==> src/hw/rtl/hsv_to_rgb_converter_defines.svh <==
// ----------------------------------------------------------------------------
// HSV to RGB converter assertion macros
// Concurrent checks clocked on clk and disabled while arst_n is low.
// ----------------------------------------------------------------------------
`ifndef HSV_TO_RGB_CONVERTER_DEFINES_SVH
`define HSV_TO_RGB_CONVERTER_DEFINES_SVH

// Check that cons holds once a request has crossed the whole pipeline
`define HSV_ASSERT_LATER(lbl, ante, cons) \
	lbl: assert property (@(posedge clk) disable iff (!arst_n) \
		(ante) |-> ##(HSV_LATENCY) (cons)) else $error("hsv pipeline check failed");

// Check that cons holds in the same cycle as ante
`define HSV_ASSERT_NOW(lbl, ante, cons) \
	lbl: assert property (@(posedge clk) disable iff (!arst_n) \
		(ante) |-> (cons)) else $error("hsv pipeline check failed");

`endif

==> src/hw/rtl/hsv_pkg.sv <==
// ----------------------------------------------------------------------------
// HSV to RGB converter package
// Field widths, fixed-point constants, sector codes and stage payload types.
// ----------------------------------------------------------------------------
package hsv_pkg;

	localparam int HUE_W    = 16;
	localparam int LEVEL_W  = 9;
	localparam int CHAN_W   = 8;
	localparam int FRAC_W   = 16;
	localparam int SECTOR_W = 3;
	localparam int FACTOR_W = 25;
	localparam int PROD_W   = 33;

	// 1.0 for saturation and brightness, and the full factor 2^24
	localparam logic [LEVEL_W-1:0]  LEVEL_ONE   = 9'd256;
	localparam logic [FACTOR_W-1:0] FACTOR_FULL = 25'h100_0000;
	localparam logic [FRAC_W:0]     FRAC_ONE    = 17'h1_0000;

	// Request to result latency in cycles
	localparam int HSV_LATENCY = 5;

	// Hue sectors, floor(6 * hue)
	localparam logic [SECTOR_W-1:0] SEC_RED_YELLOW    = 3'd0;
	localparam logic [SECTOR_W-1:0] SEC_YELLOW_GREEN  = 3'd1;
	localparam logic [SECTOR_W-1:0] SEC_GREEN_CYAN    = 3'd2;
	localparam logic [SECTOR_W-1:0] SEC_CYAN_BLUE     = 3'd3;
	localparam logic [SECTOR_W-1:0] SEC_BLUE_MAGENTA  = 3'd4;

	typedef struct packed {
		logic [HUE_W-1:0]   hue;
		logic [LEVEL_W-1:0] saturation;
		logic [LEVEL_W-1:0] brightness;
	} hsv_req_t;

	typedef struct packed {
		logic [CHAN_W-1:0] red;
		logic [CHAN_W-1:0] green;
		logic [CHAN_W-1:0] blue;
	} rgb_res_t;

	// p, q, t factors with sector and clamped brightness
	typedef struct packed {
		logic [SECTOR_W-1:0] sector;
		logic [FACTOR_W-1:0] np;
		logic [FACTOR_W-1:0] nq;
		logic [FACTOR_W-1:0] nt;
		logic [LEVEL_W-1:0]  bright;
	} hsv_factor_t;

	// Per-channel factors after the sector switch
	typedef struct packed {
		logic [FACTOR_W-1:0] rn;
		logic [FACTOR_W-1:0] gn;
		logic [FACTOR_W-1:0] bn;
		logic [LEVEL_W-1:0]  bright;
	} hsv_chan_t;

endpackage

==> src/hw/rtl/hsv_to_rgb_converter.sv <==
// ----------------------------------------------------------------------------
// HSV to RGB converter
// Converts one hue, saturation, brightness pixel to 8-bit red, green, blue.
//
// Requests arrive on request and are taken at a clock edge where start is
// high and busy is low. busy is always low: the pipeline has no stall and
// takes one request every cycle.
// Each result appears on result for one cycle with done high, in request
// order. The receiver cannot hold results off, so none is ever queued.
// Throughput is 1 pixel per cycle, set by the five register stages: hue
// split, factor multiply, sector switch, brightness multiply, scale by 255.
// Reset clears the stage valid bits, dropping any requests in flight; no
// done pulse follows for them.
// ----------------------------------------------------------------------------
`include "hsv_to_rgb_converter_defines.svh"

module hsv_to_rgb_converter (
	input  logic              clk,
	input  logic              arst_n,
	input  logic              start,
	output logic              busy,
	input  hsv_pkg::hsv_req_t request,
	output logic              done,
	output hsv_pkg::rgb_res_t result
);
	import hsv_pkg::*;

	logic        factor_valid;
	hsv_factor_t factors;
	logic        chan_valid;
	hsv_chan_t   chans;

	// Always ready: one request per cycle flows through
	assign busy = 1'b0;

	hsv_factor u_factor (
		.clk       (clk),
		.arst_n    (arst_n),
		.in_valid  (start),
		.request   (request),
		.out_valid (factor_valid),
		.factors   (factors)
	);

	hsv_chan_mux u_chan_mux (
		.clk       (clk),
		.arst_n    (arst_n),
		.in_valid  (factor_valid),
		.factors   (factors),
		.out_valid (chan_valid),
		.chans     (chans)
	);

	hsv_scale u_scale (
		.clk       (clk),
		.arst_n    (arst_n),
		.in_valid  (chan_valid),
		.chans     (chans),
		.out_valid (done),
		.result    (result)
	);

	// Every request yields exactly one result after the pipeline latency
	`HSV_ASSERT_LATER(a_req_gives_done, start && !busy, done)
	`HSV_ASSERT_NOW(a_done_has_req, done, $past(start, HSV_LATENCY))
	// Grey input gives equal channels, black input gives zero
	`HSV_ASSERT_LATER(a_grey_equal, start && request.saturation == 9'd0,
		result.red == result.green && result.green == result.blue)
	`HSV_ASSERT_LATER(a_black_zero, start && request.brightness == 9'd0,
		result.red == 8'd0 && result.green == 8'd0 && result.blue == 8'd0)
	// Full brightness drives the leading channel to 255
	`HSV_ASSERT_LATER(a_full_peak, start && request.brightness >= 9'd256,
		result.red == 8'd255 || result.green == 8'd255 || result.blue == 8'd255)

endmodule

==> src/hw/rtl/hsv_factor.sv <==
// ----------------------------------------------------------------------------
// HSV factor stages
// Stage 1 clamps the levels and splits 6*hue into sector and fraction;
// stage 2 multiplies out the p, q and t factors.
// ----------------------------------------------------------------------------
module hsv_factor (
	input  logic                 clk,
	input  logic                 arst_n,
	input  logic                 in_valid,
	input  hsv_pkg::hsv_req_t    request,
	output logic                 out_valid,
	output hsv_pkg::hsv_factor_t factors
);
	import hsv_pkg::*;

	logic [HUE_W+2:0]    hue6;
	logic [LEVEL_W-1:0]  sat_clamp;
	logic [LEVEL_W-1:0]  bright_clamp;

	logic                valid_s1;
	logic [SECTOR_W-1:0] sector_s1;
	logic [FRAC_W-1:0]   frac_s1;
	logic [LEVEL_W-1:0]  sat_s1;
	logic [LEVEL_W-1:0]  bright_s1;

	logic [FRAC_W:0]     frac_inv;
	logic [FACTOR_W-1:0] fs_prod;
	logic [FACTOR_W-1:0] ct_prod;

	logic                valid_s2;
	hsv_factor_t         factors_s2;

	// Form 6*hue as 4*hue + 2*hue, clamp both levels to 1.0
	assign hue6 = {1'b0, request.hue, 2'b00} + {2'b00, request.hue, 1'b0};
	assign sat_clamp = (request.saturation > LEVEL_ONE) ? LEVEL_ONE : request.saturation;
	assign bright_clamp = (request.brightness > LEVEL_ONE) ? LEVEL_ONE : request.brightness;

	always_ff @(posedge clk or negedge arst_n) begin
		if (!arst_n) begin
			valid_s1 <= 1'b0;
		end else begin
			valid_s1 <= in_valid;
		end
	end

	always_ff @(posedge clk) begin
		if (in_valid) begin
			sector_s1 <= hue6[HUE_W+2:HUE_W];
			frac_s1   <= hue6[FRAC_W-1:0];
			sat_s1    <= sat_clamp;
			bright_s1 <= bright_clamp;
		end
	end

	// Multiply f*s and (1-f)*s; both stay within 2^24
	assign frac_inv = FRAC_ONE - {1'b0, frac_s1};
	assign fs_prod  = {{(FACTOR_W-FRAC_W){1'b0}}, frac_s1}
		* {{(FACTOR_W-LEVEL_W){1'b0}}, sat_s1};
	assign ct_prod  = {{(FACTOR_W-FRAC_W-1){1'b0}}, frac_inv}
		* {{(FACTOR_W-LEVEL_W){1'b0}}, sat_s1};

	always_ff @(posedge clk or negedge arst_n) begin
		if (!arst_n) begin
			valid_s2 <= 1'b0;
		end else begin
			valid_s2 <= valid_s1;
		end
	end

	always_ff @(posedge clk) begin
		if (valid_s1) begin
			factors_s2.sector <= sector_s1;
			factors_s2.np     <= {LEVEL_ONE - sat_s1, {FRAC_W{1'b0}}};
			factors_s2.nq     <= FACTOR_FULL - fs_prod;
			factors_s2.nt     <= FACTOR_FULL - ct_prod;
			factors_s2.bright <= bright_s1;
		end
	end

	assign out_valid = valid_s2;
	assign factors   = factors_s2;

endmodule

==> src/hw/rtl/hsv_chan_mux.sv <==
// ----------------------------------------------------------------------------
// HSV sector switch stage
// Stage 3 routes v, p, q and t to the red, green and blue factors.
// ----------------------------------------------------------------------------
module hsv_chan_mux (
	input  logic                 clk,
	input  logic                 arst_n,
	input  logic                 in_valid,
	input  hsv_pkg::hsv_factor_t factors,
	output logic                 out_valid,
	output hsv_pkg::hsv_chan_t   chans
);
	import hsv_pkg::*;

	logic      valid_s3;
	hsv_chan_t chans_s3;
	hsv_chan_t chans_mux;

	// Pick each channel by sector; the last sector takes the default arm
	always_comb begin
		chans_mux.bright = factors.bright;
		case (factors.sector)
			SEC_RED_YELLOW: begin
				chans_mux.rn = FACTOR_FULL;
				chans_mux.gn = factors.nt;
				chans_mux.bn = factors.np;
			end
			SEC_YELLOW_GREEN: begin
				chans_mux.rn = factors.nq;
				chans_mux.gn = FACTOR_FULL;
				chans_mux.bn = factors.np;
			end
			SEC_GREEN_CYAN: begin
				chans_mux.rn = factors.np;
				chans_mux.gn = FACTOR_FULL;
				chans_mux.bn = factors.nt;
			end
			SEC_CYAN_BLUE: begin
				chans_mux.rn = factors.np;
				chans_mux.gn = factors.nq;
				chans_mux.bn = FACTOR_FULL;
			end
			SEC_BLUE_MAGENTA: begin
				chans_mux.rn = factors.nt;
				chans_mux.gn = factors.np;
				chans_mux.bn = FACTOR_FULL;
			end
			default: begin
				chans_mux.rn = FACTOR_FULL;
				chans_mux.gn = factors.np;
				chans_mux.bn = factors.nq;
			end
		endcase
	end

	always_ff @(posedge clk or negedge arst_n) begin
		if (!arst_n) begin
			valid_s3 <= 1'b0;
		end else begin
			valid_s3 <= in_valid;
		end
	end

	always_ff @(posedge clk) begin
		if (in_valid) begin
			chans_s3 <= chans_mux;
		end
	end

	assign out_valid = valid_s3;
	assign chans     = chans_s3;

endmodule

==> src/hw/rtl/hsv_scale.sv <==
// ----------------------------------------------------------------------------
// HSV output scaling stages
// Stage 4 multiplies brightness by each channel factor; stage 5 scales by
// 255 and keeps bits 39:32, truncating once.
// ----------------------------------------------------------------------------
module hsv_scale (
	input  logic               clk,
	input  logic               arst_n,
	input  logic               in_valid,
	input  hsv_pkg::hsv_chan_t chans,
	output logic               out_valid,
	output hsv_pkg::rgb_res_t  result
);
	import hsv_pkg::*;

	localparam int WIDE_W = PROD_W + 8;

	logic [PROD_W-1:0] red_mul;
	logic [PROD_W-1:0] green_mul;
	logic [PROD_W-1:0] blue_mul;

	logic              valid_s4;
	logic [PROD_W-1:0] red_s4;
	logic [PROD_W-1:0] green_s4;
	logic [PROD_W-1:0] blue_s4;

	logic [WIDE_W-1:0] red_x255;
	logic [WIDE_W-1:0] green_x255;
	logic [WIDE_W-1:0] blue_x255;

	logic              valid_s5;
	rgb_res_t          result_s5;

	// Multiply brightness by the channel factors, at most 2^32
	assign red_mul   = {{(PROD_W-LEVEL_W){1'b0}}, chans.bright}
		* {{(PROD_W-FACTOR_W){1'b0}}, chans.rn};
	assign green_mul = {{(PROD_W-LEVEL_W){1'b0}}, chans.bright}
		* {{(PROD_W-FACTOR_W){1'b0}}, chans.gn};
	assign blue_mul  = {{(PROD_W-LEVEL_W){1'b0}}, chans.bright}
		* {{(PROD_W-FACTOR_W){1'b0}}, chans.bn};

	always_ff @(posedge clk or negedge arst_n) begin
		if (!arst_n) begin
			valid_s4 <= 1'b0;
		end else begin
			valid_s4 <= in_valid;
		end
	end

	always_ff @(posedge clk) begin
		if (in_valid) begin
			red_s4   <= red_mul;
			green_s4 <= green_mul;
			blue_s4  <= blue_mul;
		end
	end

	// Scale by 255 as 256*x - x
	assign red_x255   = {red_s4, 8'd0} - {8'd0, red_s4};
	assign green_x255 = {green_s4, 8'd0} - {8'd0, green_s4};
	assign blue_x255  = {blue_s4, 8'd0} - {8'd0, blue_s4};

	always_ff @(posedge clk or negedge arst_n) begin
		if (!arst_n) begin
			valid_s5 <= 1'b0;
		end else begin
			valid_s5 <= valid_s4;
		end
	end

	always_ff @(posedge clk) begin
		if (valid_s4) begin
			result_s5.red   <= red_x255[39:32];
			result_s5.green <= green_x255[39:32];
			result_s5.blue  <= blue_x255[39:32];
		end
	end

	assign out_valid = valid_s5;
	assign result    = result_s5;

endmodule

==> config.mk <==
export PLATFORM = sky130hd
export DESIGN_NAME = hsv_to_rgb_converter
export DESIGN_NICKNAME = d
export VERILOG_FILES = /design/src/hw/rtl/hsv_pkg.sv /design/src/hw/rtl/hsv_to_rgb_converter.sv /design/src/hw/rtl/hsv_factor.sv /design/src/hw/rtl/hsv_chan_mux.sv /design/src/hw/rtl/hsv_scale.sv
export VERILOG_INCLUDE_DIRS = /design/src /design/src/hw/rtl
export SDC_FILE = /design/constraint.sdc
export NUM_CORES = 2
export LEC_CHECK = 0
export BUFFER_PORTS_ARGS = -buffer_cell sky130_fd_sc_hd__buf_2
export CAP_MARGIN = 20
export CORE_MARGIN = 4
export CORE_UTILIZATION = 50
export DETAILED_ROUTE_END_ITERATION = 8
export GPL_TIMING_DRIVEN = 0
export PLACE_DENSITY = 0.68
export SYNTH_ARGS = -nofsm -noshare
export SYNTH_HDL_FRONTEND = slang
export SYNTH_SLANG_ARGS = --single-unit
==> constraint.sdc <==
create_clock -name clk -period 6.3 [get_ports clk]
set_input_delay 1.26 -clock clk [delete_from_list [all_inputs] [get_ports clk]]
set_output_delay 1.26 -clock clk [all_outputs]
set_load 0.01 [all_outputs]
==> After elaboration in Yosys (flattened, before gate mapping) <==
Index checks and enable logic that the tools add are counted.
{ "totals": {"reg_bits": 320, "inputBits": 37, "out_inout_bits": 26} }
{ "classes": {"addsub": 8, "n_mul": 5, "order_cmp": 2, "eq_ne": 4, "mux": 1, "reduce_logical": 1} }
{ "ops": {"columns": ["cell", "n"], "rows": [
  ["$pmux W75 S5", 1],
  ["$sub A40 B33 Y40", 3],
  ["$mul A9 B25 Y33", 3],
  ["$sub A25 B25 Y25 const A", 2],
  ["$mul A16 B9 Y25", 1],
  ["$mul A17 B9 Y25", 1],
  ["$add A18 B17 Y19", 1],
  ["$gt A9 B9 Y1 const B", 2],
  ["$sub A17 B16 Y17 const A", 1],
  ["$sub A9 B9 Y9 const A", 1],
  ["$eq A3 B2 Y1 const B", 2],
  ["$eq A3 B1 Y1 const B", 1],
  ["$eq A3 B3 Y1 const B", 1],
  ["$logic_not A3 Y1", 1]
]} }

==> Logic depth before layout (Yosys ltp) <==
{ "depth": {"word_depth": 3, "ltp_mapped": 25, "depth_no_buf": 24} }

==> By module <==
A second synthesis with hierarchy kept.
{ "hier_totals": {"hier_cells": 4713, "hier_area_um2": 45353.5} }
{ "modules_own_cells": {"columns": ["mod", "instances", "cells_each", "area_per_inst_um2"], "rows": [
  ["hsv_scale", 1, 3033, 27577.7],
  ["hsv_factor", 1, 1348, 13670.6],
  ["hsv_chan_mux", 1, 330, 4093.9],
  ["hsv_to_rgb_converter", 1, 2, 11.3]
]} }

==> Worst setup path after synthesis <==
Ideal clock, no wire load.
{ "synth_path": {"path_kind": "reg2reg", "from": "reg u_factor.frac_s1[6]", "to": "reg u_factor.factors_s2, in the netlist u_factor.factors[33], data pin", "arrival_time_ns": 5.924, "t_required_ns": 6.040, "path_slack_ns": 0.116, "stages_incl_launch_ff": 23, "cell_sequence": "edfxtp_1 > or4_1 > nor3_1 > nand3_1 > or2_2 > nor2_1 > xnor2_1 > and2_1 > fa_1 > inv_1 > fa_1 > fa_1 > fa_1 > ha_1 > ha_1 > a21oi_1 > o21ai_0 > a22o_1 > a21o_1 > a211o_1 > a31o_2 > a21oi_1 > xnor2_1"} }
{ "synth_via": {"elab_chain_cells": 3} }
{ "synth_lines": {"columns": ["item", "line", "source"], "rows": [
  ["start, declared", "hsv_factor.sv:22", "logic [FRAC_W-1:0] frac_s1;"],
  ["start signal, assigned", "hsv_factor.sv:49", "frac_s1 <= hue6[FRAC_W-1:0];"],
  ["$sub A17 B16 Y17", "hsv_factor.sv:56", "assign frac_inv = FRAC_ONE - {1'b0, frac_s1};"],
  ["$mul A17 B9 Y25", "hsv_factor.sv:60", "* {{(FACTOR_W-LEVEL_W){1'b0}}, sat_s1};"],
  ["$sub A25 B25 Y25", "hsv_factor.sv:75", "factors_s2.nt <= FACTOR_FULL - ct_prod;"],
  ["end, declared", "hsv_factor.sv:31", "hsv_factor_t factors_s2;"]
]} }
No other way between the ends.
A chain may end at the register's enable or synchronous reset.

==> Worst setup path after layout <==
Ends and elaborated chain as after synthesis.

==> summary.md <==
| Metric | Value |
|---|---|
| Status | `finished, violations left` |
| Failing checks | `setup timing` |
| Seq/Total Area, Yosys | `between 20% and 30%` |
| Cells after Synth | `roughly 4.4k` |
| Largest cells by area after synthesis | `fa_1 31%, edfxtp_1 22%, ha_1 11%` |
| Area share of the largest cell type after synthesis | `between 30 and 40%` |
| Critical Path RT | `approximately 6.6 ns` |
| Root Buffer | `clkbuf_16` |
| Setup crit start kind | `register` |
| H-tree Lvls | `2` |
| Final Skew | `between 0.015 and 0.02 ns` |
| Clk_lat worst skew | `roughly 0.59 ns` |
| Post-synth EDFFs | `between 300 and 400` |
| Number of global-route vias before repair | `between 30k and 40k` |
| Routability Congestion | `about 0.9` |
| Setup-failing EPs final | `1` |
| Post-Syn Area per Cell | `9.73 sq um` |
| DRC errors left | `0` |
| Slew @ Worst Pin | `around 1.1 ns` |
| Via count | `between 30k and 40k` |
| Max incr delay on CP | `between 0.5 and 0.6 ns` |
| Final ANT Viol Nets | `0` |
| GRT Total Usage | `about 24%` |
| Hold slack | `around 0.42 ns` |
| Crit path arrival time | `just under 7 ns` |
| Iteration-0 DRC Markers | `around 2.3k` |
| Relative max-transition margin | `between 20% and 30%` |
| Most frequent CP cell | `fa_1` |
| Synth Register Bits | `310` |
| Number of distinct library cells after synthesis | `87` |
| Max Freq | `between 150 and 200 MHz` |
| Pin count of the biggest net entering global routing | `between 70 and 80` |
| Critical path capture point type | `register` |
| Overall routed net length | `between 100000 and 150000 microns` |
| WL per Instance | `about 19 microns` |
| Min-delay worst type | `reg -> reg` |
| I/O pins | `63` |
| Post-Syn Area | `42600 sq um` |
| Unrepaired setup endpoints after global routing | `yes` |
| Final period util | `103%` |
| Critical path's slowest cell | `or4_4` |
| Die height | `between 200 and 300 microns` |
| Setup ws final | `-0.176 ns` |
| CTS tree | `yes` |
| Area grow syn2layout | `9.42%` |
| Critical path class | `reg -> reg` |
| Max-cap violation count | `0` |
| Clock sinks | `just over 300` |
| Largest area contributor in the netlist | `fa_1` |
| Initial core utilization | `about half` |
| Row count | `~110` |
| First-pass detailed-route iteration total | `8` |
| Worst-path clk slew | `0.06 ns` |
| Post-DP HPWL | `between 80000 and 90000 microns` |
| DR vias/cell | `~5.4` |
| Async set-or-reset flop fraction in the synthesized netlist | `between 1.5 and 2%` |
| Die extent in x | `about 300 microns` |
| Layout cell share with drive strength beyond 1 | `roughly 6.3%` |
| Critical Path, Cell by Cell | `or4_4 > nor3_4 > nand3_2 > or2_4 > nor2_4 > xnor2_4 > buf_6 > buf_4 > and2_1 > fa_1 > inv_1 > fa_1 > fa_1 > fa_1 > ha_4 > ha_4 > a21oi_1 > nor2b_1 > o21ai_1 > nand2_1 > a211o_1 > a31o_2 > a21oi_4 > xnor2_2` |
| Nets@finish | `about 5.6k` |
| Core area | `about 84000 sq um` |
| Synth warn | `0` |
| Antenna violations before repair | `2` |
| DIE AREA | `between 80000 and 90000 sq um` |
| Grt ovf | `0` |
| Fin. max-slew vios | `0` |
| I/O Buffers | `61` |
| Synthesized Nets | `between 5k and 6k` |
| Min Tclk post-route | `~6.5 ns` |
| Global-route wire length before repair | `171000 microns` |
| Setup tns final | `-0.176 ns` |
| Ys flop type | `edfxtp_1` |
| Num CTS Buffers | `39` |
| Clock buffer depth | `3` |
| Fin. Hold Viols | `0` |
| Worst-path maximum fanout | `6` |
| # diodes | `0` |
-- layout make-up --
class                           count  area (sq um)
Fill cell                        7380         37400
Multi-Input combinational cell   3074         30100
Sequential cell                   310          9300
Inverter                          784          2940
Tap cell                         1134          1420
Clock buffer                       46          1000
Buffer                            195           782
Timing Repair Buffer              103           759
Clock inverter                     24           225
-- final timing paths --
path                                       startpoint              endpoint  slack (ns)  cells past startpoint
worst max-delay path              u_factor.frac_s1[6]  u_factor.factors[33]       -0.18                     24
worst min-delay path            u_factor.bright_s1[6]   u_factor.factors[6]        0.42                      0
worst max register to register    u_factor.frac_s1[6]  u_factor.factors[33]       -0.18                     24
worst min register to register  u_factor.bright_s1[6]   u_factor.factors[6]        0.42                      0
max in group asynchronous                      arst_n  u_chan_mux.out_valid        5.67                      1
min in group asynchronous                      arst_n     u_scale.out_valid        0.48                      1
-- sequential cells by signal, summed over array words and instances (netlist names), 3 cells and up --
register,count
u_chan_mux.chans,81
u_factor.factors,68
u_scale.blue_s4,32
u_scale.green_s4,32
u_scale.red_s4,32
u_scale.result,24
u_factor.frac_s1,15
u_factor.bright_s1,9
u_factor.sat_s1,9
u_factor.sector_s1,3
-- metal layers --
layer | vias to the layer above | global-route usage, % | wire length (microns)
met2 | 1041 | 40.1 | 50100
met5 | - | 0 | 0
met3 | 246 | 3.92 | 7590
met1 | 15300 | 32.4 | 44600
li1 | 14200 | - | -
met4 | 0 | 7.95 | 4490
-- worst max-delay path: cells and delay by family (launching register included) --
kind	cells	cell delay (ns)
and+or+nand+nor	8	1.68
AOI/OAI and AO/OA	5	1.04
buffers and inverters	3	0.38
adders and majority gates	6	2.45
xor gates and xnor gates	2	0.24
DFF	1	0.42
-- repair_timing --
action                                  in CTS  in global routing
endpoints found under the setup margin      56                 25
pin swaps                                    5                 31
buffers inserted                            17                 23
hold buffers                                 0                  0
gates resized for setup                     54                 92
-- stage by stage --
| step | area [sq um] | setup WS, ns | instances | util (%) |
|---|---|---|---|---|
| after detailed placement | 44300 | -0.894 | 5572 | 52.8 |
| after CTS | 46000 | -0.146 | 5649 | 54.8 |
| after floorplan | 42600 | 0.116 | 4375 | - |
| after global routing | 46600 | -0.376 | 5670 | 55.5 |
| final | 46600 | -0.176 | 5670 | 55.5 |
| after global placement | 44300 | -0.820 | 5570 | 52.7 |
-- cell usage after synthesis, types with 10 or more instances --
master and instances:
a211oi_1 12, a21o_1 70, a21oi_1 122, a22o_1 37, a22oi_1 46, a31oi_1 11, and2_1 422, and3_1 14
buf_1 53, clkbuf_1 151, edfxtp_1 305, fa_1 649, ha_1 377, inv_1 784, nand2_1 584, nand2b_1 27
nand3_1 29, nand4_1 15, nor2_1 119, nor2b_1 38, nor3_1 33, nor4_1 14, o211ai_1 12, o21a_1 30
o21ai_0 87, o21bai_1 12, o31ai_1 10, xnor2_1 134, xor2_1 39
-- placed cells by master, fill, tap and decap left out, types with 30 or more instances in the layout --
master / instances
inv_1: 780
fa_1: 649
nand2_1: 581
and2_1: 416
ha_1: 359
edfxtp_1: 305
clkbuf_1: 120
xnor2_1: 120
a21oi_1: 119
nor2_1: 116
o21ai_0: 82
a21o_1: 70
buf_2: 63
buf_1: 53
a22oi_1: 46
clkbuf_16: 39
nor2b_1: 38
a22o_1: 37
xor2_1: 36
buf_4: 32
o21a_1: 30
-- logic make-up after synthesis --
logic type               share of synthesized area [%]
AND/OR/NAND/NOR                                   15.5
other                                          0.00881
AO/OA/AOI/OAI                                     8.71
flip-flops                                        21.8
multiplexers                                    0.0470
adder cells (fa/ha/maj)                           41.6
XOR/XNOR                                          3.56
buffers and inverters                             8.77
Power is left out: the tool's default activity adds up to more than one toggle a clock period on the data nets, which glitch-free logic cannot reach.
